[config.mk]
export PLATFORM = sky130hd
export DESIGN_NAME = mimo_merge
export DESIGN_NICKNAME = d
export VERILOG_FILES = /design/src/hw/rtl/mimo_pkg.sv /design/src/hw/rtl/mimo_merge.sv
export SDC_FILE = /design/constraint.sdc
export NUM_CORES = 1
export LEC_CHECK = 0
export ABC_AREA = 0
export BUFFER_PORTS_ARGS = -buffer_cell sky130_fd_sc_hd__clkbuf_2
export CORE_ASPECT_RATIO = 0.7
export CORE_MARGIN = 2
export CORE_UTILIZATION = 40
export DETAILED_ROUTE_END_ITERATION = 10
export PLACE_DENSITY = 0.82
export SETUP_SLACK_MARGIN = 0.5
export SYNTH_ARGS = -nofsm -noshare
export SYNTH_HDL_FRONTEND = slang
export SYNTH_SLANG_ARGS = --single-unit
export TNS_END_PERCENT = 30
[constraint.sdc]
create_clock -name vclk -period 2.9
set_input_delay 0.29 -clock vclk [all_inputs]
set_output_delay 0.29 -clock vclk [all_outputs]
set_load 0.01 [all_outputs]
[src/hw/rtl/mimo_pkg.sv]
package mimo_pkg;

   localparam int SampleW = 16;
   localparam int CoefW   = 16;
   localparam int TapCntW = 7;
   localparam int LinkW   = 2;
   localparam int DelayW  = 6;
   localparam int MaxTaps = 64;

   localparam logic CmdWrite  = 1'b0;
   localparam logic CmdSample = 1'b1;

   typedef enum logic [1:0] {
      ST_IDLE,
      ST_RUN,
      ST_DRAIN,
      ST_HOLD
   } state_type;

   typedef struct packed {
      logic cmd;
      logic symbol_start;
      logic signed [SampleW-1:0] tx0_re;
      logic signed [SampleW-1:0] tx0_im;
      logic signed [SampleW-1:0] tx1_re;
      logic signed [SampleW-1:0] tx1_im;
      logic [LinkW-1:0] coef_link;
      logic [DelayW-1:0] coef_delay;
      logic signed [CoefW-1:0] coef_re;
      logic signed [CoefW-1:0] coef_im;
   } req_type;

   typedef struct packed {
      logic signed [SampleW-1:0] rx0_re;
      logic signed [SampleW-1:0] rx0_im;
      logic signed [SampleW-1:0] rx1_re;
      logic signed [SampleW-1:0] rx1_im;
      logic saturated;
   } rsp_type;

   // Control from the sequencer to the lanes.
   typedef struct packed {
      logic clear;
      logic valid;
   } lane_ctl_type;

endpackage

[src/hw/rtl/mimo_merge.sv]
// Rounds the lane sums to sample scale and saturates.
module mimo_merge import mimo_pkg::*; #(
   parameter int AccW = 48
) (
   input  logic signed [AccW-1:0] r0_re,
   input  logic signed [AccW-1:0] r0_im,
   input  logic signed [AccW-1:0] r1_re,
   input  logic signed [AccW-1:0] r1_im,
   output rsp_type                rsp
);
   localparam int S = CoefW - 1;
   localparam logic signed [AccW-1:0] MaxV = AccW'((64'sd1 <<< (SampleW - 1)) - 1);
   localparam logic signed [AccW-1:0] MinV = -MaxV - AccW'(1);

   function automatic logic [SampleW:0] fin(input logic signed [AccW-1:0] a);
      logic signed [AccW-1:0] v;
      logic signed [AccW-1:0] q;
      v = a + AccW'(64'sd1 <<< (S - 1));
      q = v >>> S;
      if (q > MaxV)      fin = {1'b1, MaxV[SampleW-1:0]};
      else if (q < MinV) fin = {1'b1, MinV[SampleW-1:0]};
      else               fin = {1'b0, q[SampleW-1:0]};
   endfunction

   logic [SampleW:0] a, b, c, d;
   always_comb begin
      a = fin(r0_re);
      b = fin(r0_im);
      c = fin(r1_re);
      d = fin(r1_im);
      rsp.rx0_re    = a[SampleW-1:0];
      rsp.rx0_im    = b[SampleW-1:0];
      rsp.rx1_re    = c[SampleW-1:0];
      rsp.rx1_im    = d[SampleW-1:0];
      rsp.saturated = a[SampleW] | b[SampleW] | c[SampleW] | d[SampleW];
   end
endmodule

[Word level (Yosys, flattened, before mapping)]
Cells that the tools add are included.
Widths: inputs -> output; s select.
Storage, ports and cells
  bits in registers: 0
Operators by class
  muxes and demuxes: 8
  order comparisons: 8
  bitwise operators: 3
  add/subtract/negate cells: 4
Operators with widths (count)
  $add 48x16->48 const B: 4
  $mux 17: 8
  $gt 33x16->1 const B: 4
  $lt 33x16->1 const B: 4
  $or 1x1->1: 3

[Depth between registers and ports, before layout]
Gate-level depths: netlist (run 1).
  depth in word-level cells: 7
  mapped depth: 10
  gate-level depth less buffers: 9

[Worst setup path before layout (run 1)]
OpenSTA, ideal clock, no wires.
  path kind: input-to-output
  from: in r1_re[26]
  to: out rsp[20] in the netlist's numbering
  required time: 2610 ps
  data arrival time: 2823 ps
  buffers on the path: 1
  slack: -213 ps
  cell stages on the path: 9
  cells stage by stage: nand4_1 or4_1 nor4_1 xnor2_1 nand3_1 or4_1 o21ai_2 buf_1 o21ai_0
RTL lines
  from (decl): line mimo_merge.sv:7  | input logic signed [AccW-1:0] r1_re,
  to (decl): line mimo_merge.sv:9  | output rsp_type rsp

==> summary.md, run 1 <==
| Metric | Value |
|---|---|
| Outcome | `finished, violations left` |
| Violated checks | `negative setup slack` |
| HPWL after DPL | `between 10000 and 15000 um` |
| Layout cells sized above 1 | `49.0%` |
| Global-route wire length before repair | `29900 um` |
| Max-slew headroom at the worst pin | `65.2%` |
| Uppermost layer routed | `met4` |
| Clock buffer cells | `0` |
| Die H | `roughly 86 um` |
| Routed wl met2 | `9910 um` |
| CP Data Required Time | `2.61 ns` |
| Warnings, synthesis | `0` |
| Reg area | `0 um^2` |
| NumNets Final | `1167` |
| Final Slew Violations | `0` |
| VDD IR max | `0.0000674 V` |
| Drt wl/cell | `19.8 um` |
| Util after Layout | `roughly four fifths` |
| Filler Cells Inserted | `638` |
| Final setup viols | `44` |
| Pre-antenna DRT Iters | `8` |
| Least-Margin Pin Slew | `about 0.5 ns` |
| Num rows | `29` |
| CP endpoint kind | `output pin` |
| Hold depth | `4` |
| Class of the worst hold path | `primary input to output pin` |
| Ant diodes | `0` |
| Top Ports | `between 200 and 300` |
| Number of global-route vias before repair | `6248` |
| Hold Crit Start | `r0_im[47]` |
| Seq cells | `0` |
| Seq pwr share | `0%` |
| Grt ovf | `0` |
| Core ar. | `9220 um^2` |
| DR vias | `between 7000 and 8000` |
| Synth top area cells | `xnor2_1 10%, xor2_1 9.3%, nand3_1 7.8%` |
| Area grow syn2layout | `87.0%` |
| Switching Share | `between 50% and 60%` |
| Crit share post-route | `108%` |
| Top post-synthesis cells by count | `60 x nand3_1, 55 x o21ai_0, 51 x nand2_1` |
| Post-synth cell types | `about 70` |
| Area occupied by multi-input gates | `approximately 4300 um^2` |
| Post-route setup slack | `-0.221 ns` |
| Net switching power | `0.453 mW` |
| Synthesized area | `3850 um^2` |
| Int Power | `just under 0.4 mW` |
| Antenna-violating nets left | `0` |
| Tmin final | `3.12 ns` |
| Post-route cell area | `7190 um^2` |
| Fmax | `~320 MHz` |
| Initial antenna violation count | `0` |
| Share of power burned in the clock network | `0%` |
| Startpoint Class | `primary input` |
| Largest net degree at the start of global routing | `17` |
| Pwr dens | `approximately 120 nW/um^2` |
| Post-synth top area share | `10.5%` |
| Post-synth top area cell | `xnor2_1` |
| Leakage | `2.97 nW` |
| DR DRC count | `0` |
| Post-Syn Nets | `approximately 800` |
| Crit-path max FO | `5` |
| Total GRT Usage | `34.4%` |
| RSZ-0062 raised after global routing | `yes` |
| Hold Violations, Final | `0` |
| WL met3 | `2490 um` |
| Drt via density | `6.45` |
| CP arrival | `2.83 ns` |
| Syn Area/Cell | `around 6.2 um^2` |
| M1 wire length | `8120 um` |
| Sequential-to-total area share from yosys stat | `0%` |
| Total wire length | `roughly 22000 um` |
| Place WS | `-0.262 ns` |
| Max Cap Viol | `0` |
| Gate Count Post-Synth | `slightly above 600` |
| Most common cell in the netlist | `nand3_1` |
| Hold-fix buffers, CTS | `0` |
| GPL Wtd Cong | `1.00` |
| Initial DRC Count | `950` |
| Port bufs | `between 200 and 250` |
| Min Hold Slack | `0.987 ns` |
| Die ar. | `10400 um^2` |
| Die W | `121 um` |
| Post-DP Area | `6200 um^2` |
| Critical path type | `primary input to output pin` |
| Initial Util | `41.7%` |
| Worst Hold Path EP | `rsp[48]` |
| Combinational share of power | `between 90% and 100%` |
==> critical path, stage by stage <==
cell and delay, ns:
buf_6 0.07, nand3_2 0.11, or4_4 0.54, buf_6 0.15, or3_4 0.41, buf_4 0.15
buf_4 0.12, o211ai_1 0.10, nor4b_2 0.09, buf_4 0.14, a31o_4 0.28, buf_12 0.15
o21ai_2 0.07, buf_2 0.16
==> per-stage QoR <==
step	power (mW)	cells	TNS (ns)
after floorplan	0.293	620	0
after global placement	0.660	1062	-6.01
after detailed placement	0.672	1062	-7.03
after CTS	0.742	1084	-2.69
after global routing	0.891	1093	-10.47
final	0.843	1093	-6.60
==> logic make-up after synthesis <==
kind of cell / synth area share, %
compound gates: 24.3
xor+xnor: 19.8
buf+inv: 3.94
mux: 1.07
simple gates: 49.6
fa+ha+maj: 1.30
==> repair_timing <==
item	in CTS	in global routing
endpoints found under the hold margin	0	0
buffers inserted	19	8
cloned	3	1
resized for setup	83	104
setup endpoints to repair	61	63
pin swaps	39	28
==> cell usage in the layout, fill, tap and decap left out, types with 16 or more instances in the layout <==
cell type / count
clkbuf_2: 158
xnor2_1: 44
buf_4: 141
o21ai_2: 27
nand3_1: 54
nor3_1: 31
nand2_1: 48
and3_1: 21
buf_6: 39
inv_1: 16
nand4_1: 45
xor2_1: 39
o21ai_0: 22
nor2_1: 42
==> worst max path at each step <==
stage              start      end  slack [ns]  cells past startpoint
3_3_place_gp   r0_re[22]   rsp[0]       -0.27                     12
3_5_place_dp   r0_re[22]   rsp[0]       -0.26                     12
2_1_floorplan  r1_re[24]   rsp[0]        0.17                      9
6_report       r1_im[33]   rsp[2]       -0.22                     14
4_1_cts        r1_re[33]  rsp[17]       -0.17                     14
5_1_grt        r1_im[31]   rsp[2]       -0.37                     14
==> power by group through the flow <==
stage	Sequential [mW]	Clock, mW	Combinational (mW)
after global routing	0	0	0.891
after floorplan	0	0	0.293
after global placement	0	0	0.660
after CTS	0	0	0.742
final	0	0	0.843
after detailed placement	0	0	0.672
==> final cells by class <==
class                           count  share of cell area, %
Multi-Input combinational cell    584                   59.8
Timing Repair Buffer              368                   37.2
Tap cell                          124                   2.16
Inverter                           17                  0.887
==> per-layer routing <==
| metal | track usage, % | up-vias |
|---|---|---|
| met3 | 6.58 | 116 |
| met2 | 57.3 | 572 |
| met1 | 44.8 | 3233 |
| li1 | - | 3130 |
| met4 | 11.5 | 0 |
| met5 | 0 | - |
(Power assumes the default switching activity.)
==> run 2, diff against run 1 <==
ABC_AREA = 1   (was 0)
CORE_UTILIZATION = 44   (was 40)
PLACE_DENSITY = 0.83   (was 0.82)
RECOVER_POWER = 50   (was not set)
==> summary.md, run 2 <==
| Metric | Value |
|---|---|
| Slowest stage delay, CP | `0.26 ns (was 0.54 ns)` |
| Area grow syn2layout | `52.8% (was 87.0%)` |
| GPL Wtd Cong | `0.995 (was 1.00)` |
| Total negative slack | `0 ns (was -6.60 ns)` |
| Post-synth top area share | `34.0% (was 10.5%)` |
| Hold Violations, Final | `0 (unchanged)` |
| Combinational share of power | `100.0% (about the same)` |
| Post-synth cell types | `33 (was 71)` |
| Total GRT Usage | `31.8% (was 34.4%)` |
| Antenna-violating nets left | `0 (unchanged)` |
| Pre-antenna DRT Iters | `8 (unchanged)` |
| CP dominant cell by count | `nand2_1 (was buf_4)` |
| Gate Count Post-Synth | `1078 (was 620)` |
| Ant diodes | `0 (unchanged)` |
| Initial Util | `45.1% (was 41.7%)` |
| VDD IR max | `0.0000686 V (was 0.0000674 V)` |
| Leakage | `3.70 nW (was 2.97 nW)` |
| Post-Syn Nets | `1274 (was 816)` |
| Critical path type | `primary input to output pin (unchanged)` |
| Crit. Startpoint | `r1_im[19] (was r1_im[33])` |
| Top Ports | `257 (unchanged)` |
| Synth top area cells | `nand2_1 34%, nor2_1 17%, inv_1 8.7% (was xnor2_1 10%, xor2_1 9.3%, nand3_1 7.8%)` |
| Crit share post-route | `90.7% (was 108%)` |
| Class of the worst hold path | `primary input to output pin (unchanged)` |
| DR DRC count | `0 (unchanged)` |
| CP Data Required Time | `2.61 ns (about the same)` |
| Outcome | `complete, no violations (was finished, violations left)` |
| Largest net degree at the start of global routing | `16 (was 17)` |
| Warnings, synthesis | `0 (unchanged)` |
| Final Slew Violations | `0 (unchanged)` |
| Tmin final | `2.63 ns (was 3.12 ns)` |
| Pwr dens | `104 nW/um^2 (was 117 nW/um^2)` |
| Sequential-to-total area share from yosys stat | `0% (unchanged)` |
| Seq pwr share | `0% (about the same)` |
| Die H | `92.7 um (was 86.0 um)` |
| Top post-synthesis cells by count | `448 x nand2_1, 218 x nor2_1, 114 x inv_1 (was 60 x nand3_1, 55 x o21ai_0, 51 x nand2_1)` |
| CP arrival | `2.34 ns (was 2.83 ns)` |
| Commonest non-fill, non-tap cell in the layout | `nand2_1 (was clkbuf_2)` |
| Drt via density | `5.37 (was 6.45)` |
| Max Cap Viol | `0 (unchanged)` |
| Net switching power | `0.487 mW (was 0.453 mW)` |
| Hold-fix buffers, CTS | `0 (unchanged)` |
| Final setup viols | `0 (was 44)` |
| Crit-path max FO | `7 (was 5)` |
| Max-slew headroom at the worst pin | `72.4% (was 65.2%)` |
| RSZ-0062 raised after global routing | `yes (unchanged)` |
| Switching Share | `61.8% (was 53.7%)` |
| Most common cell in the netlist | `nand2_1 (was nand3_1)` |
| Least-Margin Pin Slew | `0.410 ns (was 0.509 ns)` |
| Die ar. | `12100 um^2 (was 10400 um^2)` |
| Number of global-route vias before repair | `6630 (was 6248)` |
| HPWL after DPL | `16300 um (was 14400 um)` |
| Die W | `131 um (was 121 um)` |
| CP endpoint kind | `output pin (unchanged)` |
| Port bufs | `201 (unchanged)` |
| NumNets Final | `1533 (was 1167)` |
| GR Layer Usage met3 | `4.22% (was 6.58%)` |
| Total wire length | `21300 um (was 21600 um)` |
| Startpoint Class | `primary input (unchanged)` |
| Min Hold Slack | `0.987 ns (about the same)` |
| Global-route wire length before repair | `31400 um (was 29900 um)` |
| Initial antenna violation count | `0 (unchanged)` |
| Post-DP Area | `6200 um^2 (about the same)` |
| Grt ovf | `0 (unchanged)` |
| Post-synth top area cell | `nand2_1 (was xnor2_1)` |
| Initial DRC Count | `694 (was 950)` |
| CP max-delay cell | `clkbuf_2 (was or4_4)` |
| Int Power | `0.301 mW (was 0.390 mW)` |
| DR vias | `7992 (was 7051)` |
| Clock buffer cells | `0 (unchanged)` |
| Post-route cell area | `7560 um^2 (was 7190 um^2)` |
| CP cell instances | `clkbuf_2 > nand2_1 > nor2_4 > nand2_4 > nor2_4 > buf_4 > nand2_1 > nand2_1 > nand2_1 > nor2_1 > nand2_1 > nor2_1 > nand3_1 > nand2_1 > clkbuf_2 > nand3_2 > nand2_1 > buf_2 (was buf_6 > nand3_2 > or4_4 > buf_6 > or3_4 > buf_4 > buf_4 > o211ai_1 > nor4b_2 > buf_4 > a31o_4 > buf_12 > o21ai_2 > buf_2)` |
| Most frequent cells in the layout | `396 x nand2_1, 172 x clkbuf_2, 142 x nor2_1 (was 158 x clkbuf_2, 141 x buf_4, 54 x nand3_1)` |
| Total power | `0.788 mW (was 0.843 mW)` |
| Core ar. | `11000 um^2 (was 9220 um^2)` |
| Reg area | `0 um^2 (unchanged)` |
| Met1 Usage GRT | `46.2% (was 44.8%)` |
| Seq cells | `0 (unchanged)` |
| Met2 GRT Util | `50.0% (was 57.3%)` |
| Share of power burned in the clock network | `0% (about the same)` |
| Fmax | `380 MHz (was 320 MHz)` |
| Synthesized area | `4950 um^2 (was 3850 um^2)` |
| Layout cells sized above 1 | `37.0% (was 49.0%)` |
| GRT busiest layer | `met2 (unchanged)` |
| Num rows | `32 (was 29)` |
| Filler Cells Inserted | `1059 (was 638)` |
| Syn Area/Cell | `4.59 um^2 (was 6.20 um^2)` |
| Drt wl/cell | `14.3 um (was 19.8 um)` |
| Crit path to | `rsp[14] (was rsp[2])` |
## run 2: cell types whose count changed after synthesis, moves of 13 or more
cell,previous run,this run
and3_1,22,0
clkbuf_1,14,0
inv_1,17,114
nand2_1,51,448
nand3_1,60,74
nand3b_1,2,15
nand4_1,45,20
nor2_1,42,218
nor3_1,33,11
nor4_1,21,1
o21ai_0,55,11
o21ai_2,1,20
xnor2_1,46,28
## run 2: timing repair
action | in CTS | in global routing
resized for setup | 109 | 205
pin swaps | 40 | 87
setup buffers | 20 | 26
gates cloned | 3 | 0
endpoints found under the setup margin | 61 | 61
## run 2: critical path: cells and delay by family
family / cells / cell delay, ns
simple gates: 14 / 1.36
buf+inv: 4 / 0.66
## run 2: metal layers
layer	part of all wire (%)	wire, um
met5	0	0
met4	3.3	706
met3	12	2500
met2	44	9320
met1	41	8770
## run 2: cell families after synthesis
| family | after synthesis | share of synthesized area, % |
|---|---|---|
| buf+inv | 129 | 10.4 |
| compound gates | 53 | 7.08 |
| simple gates | 831 | 70.7 |
| fa+ha+maj | 4 | 1.01 |
| xor+xnor | 61 | 10.8 |
## run 2: final cells by class
| type | instances | area, um^2 | area share (%) |
|---|---|---|---|
| inverter | 121 | 478 | 6.32 |
| multi-input combinational | 949 | 5270 | 69.7 |
| tap | 153 | 191 | 2.53 |
| timing repair buffer | 262 | 1590 | 21.1 |
| timing repair inverter | 3 | 27.5 | 0.364 |
## run 2: power groups by stage
stage                     clock [mW]  combinational, mW  sequential [mW]
after floorplan                    0              0.342                0
after global placement             0              0.625                0
after detailed placement           0              0.632                0
after CTS                          0              0.686                0
after global routing               0              0.857                0
final                              0              0.788                0
## run 2: how the worst min path moves through the flow
stage / startpoint / endpoint / slack [ns] / cells after the start
after floorplan: r1_re[47] / rsp[32] / 0.74 / 2
after global placement: r0_im[47] / rsp[48] / 0.96 / 4
after detailed placement: r0_im[47] / rsp[48] / 0.97 / 4
after CTS: r1_im[17] / rsp[3] / 0.98 / 5
after global routing: r1_re[15] / rsp[17] / 1.01 / 5
final: r1_im[27] / rsp[13] / 0.99 / 5
## run 2: through the flow
stage                     std cells  util (%)  worst slack (ns)
after global routing           1488      68.9            0.0653
final                          1488      68.9             0.271
after floorplan                1078         -             0.652
after detailed placement       1439      56.5             0.132
after CTS                      1462      61.6             0.238
after global placement         1439      56.5             0.186
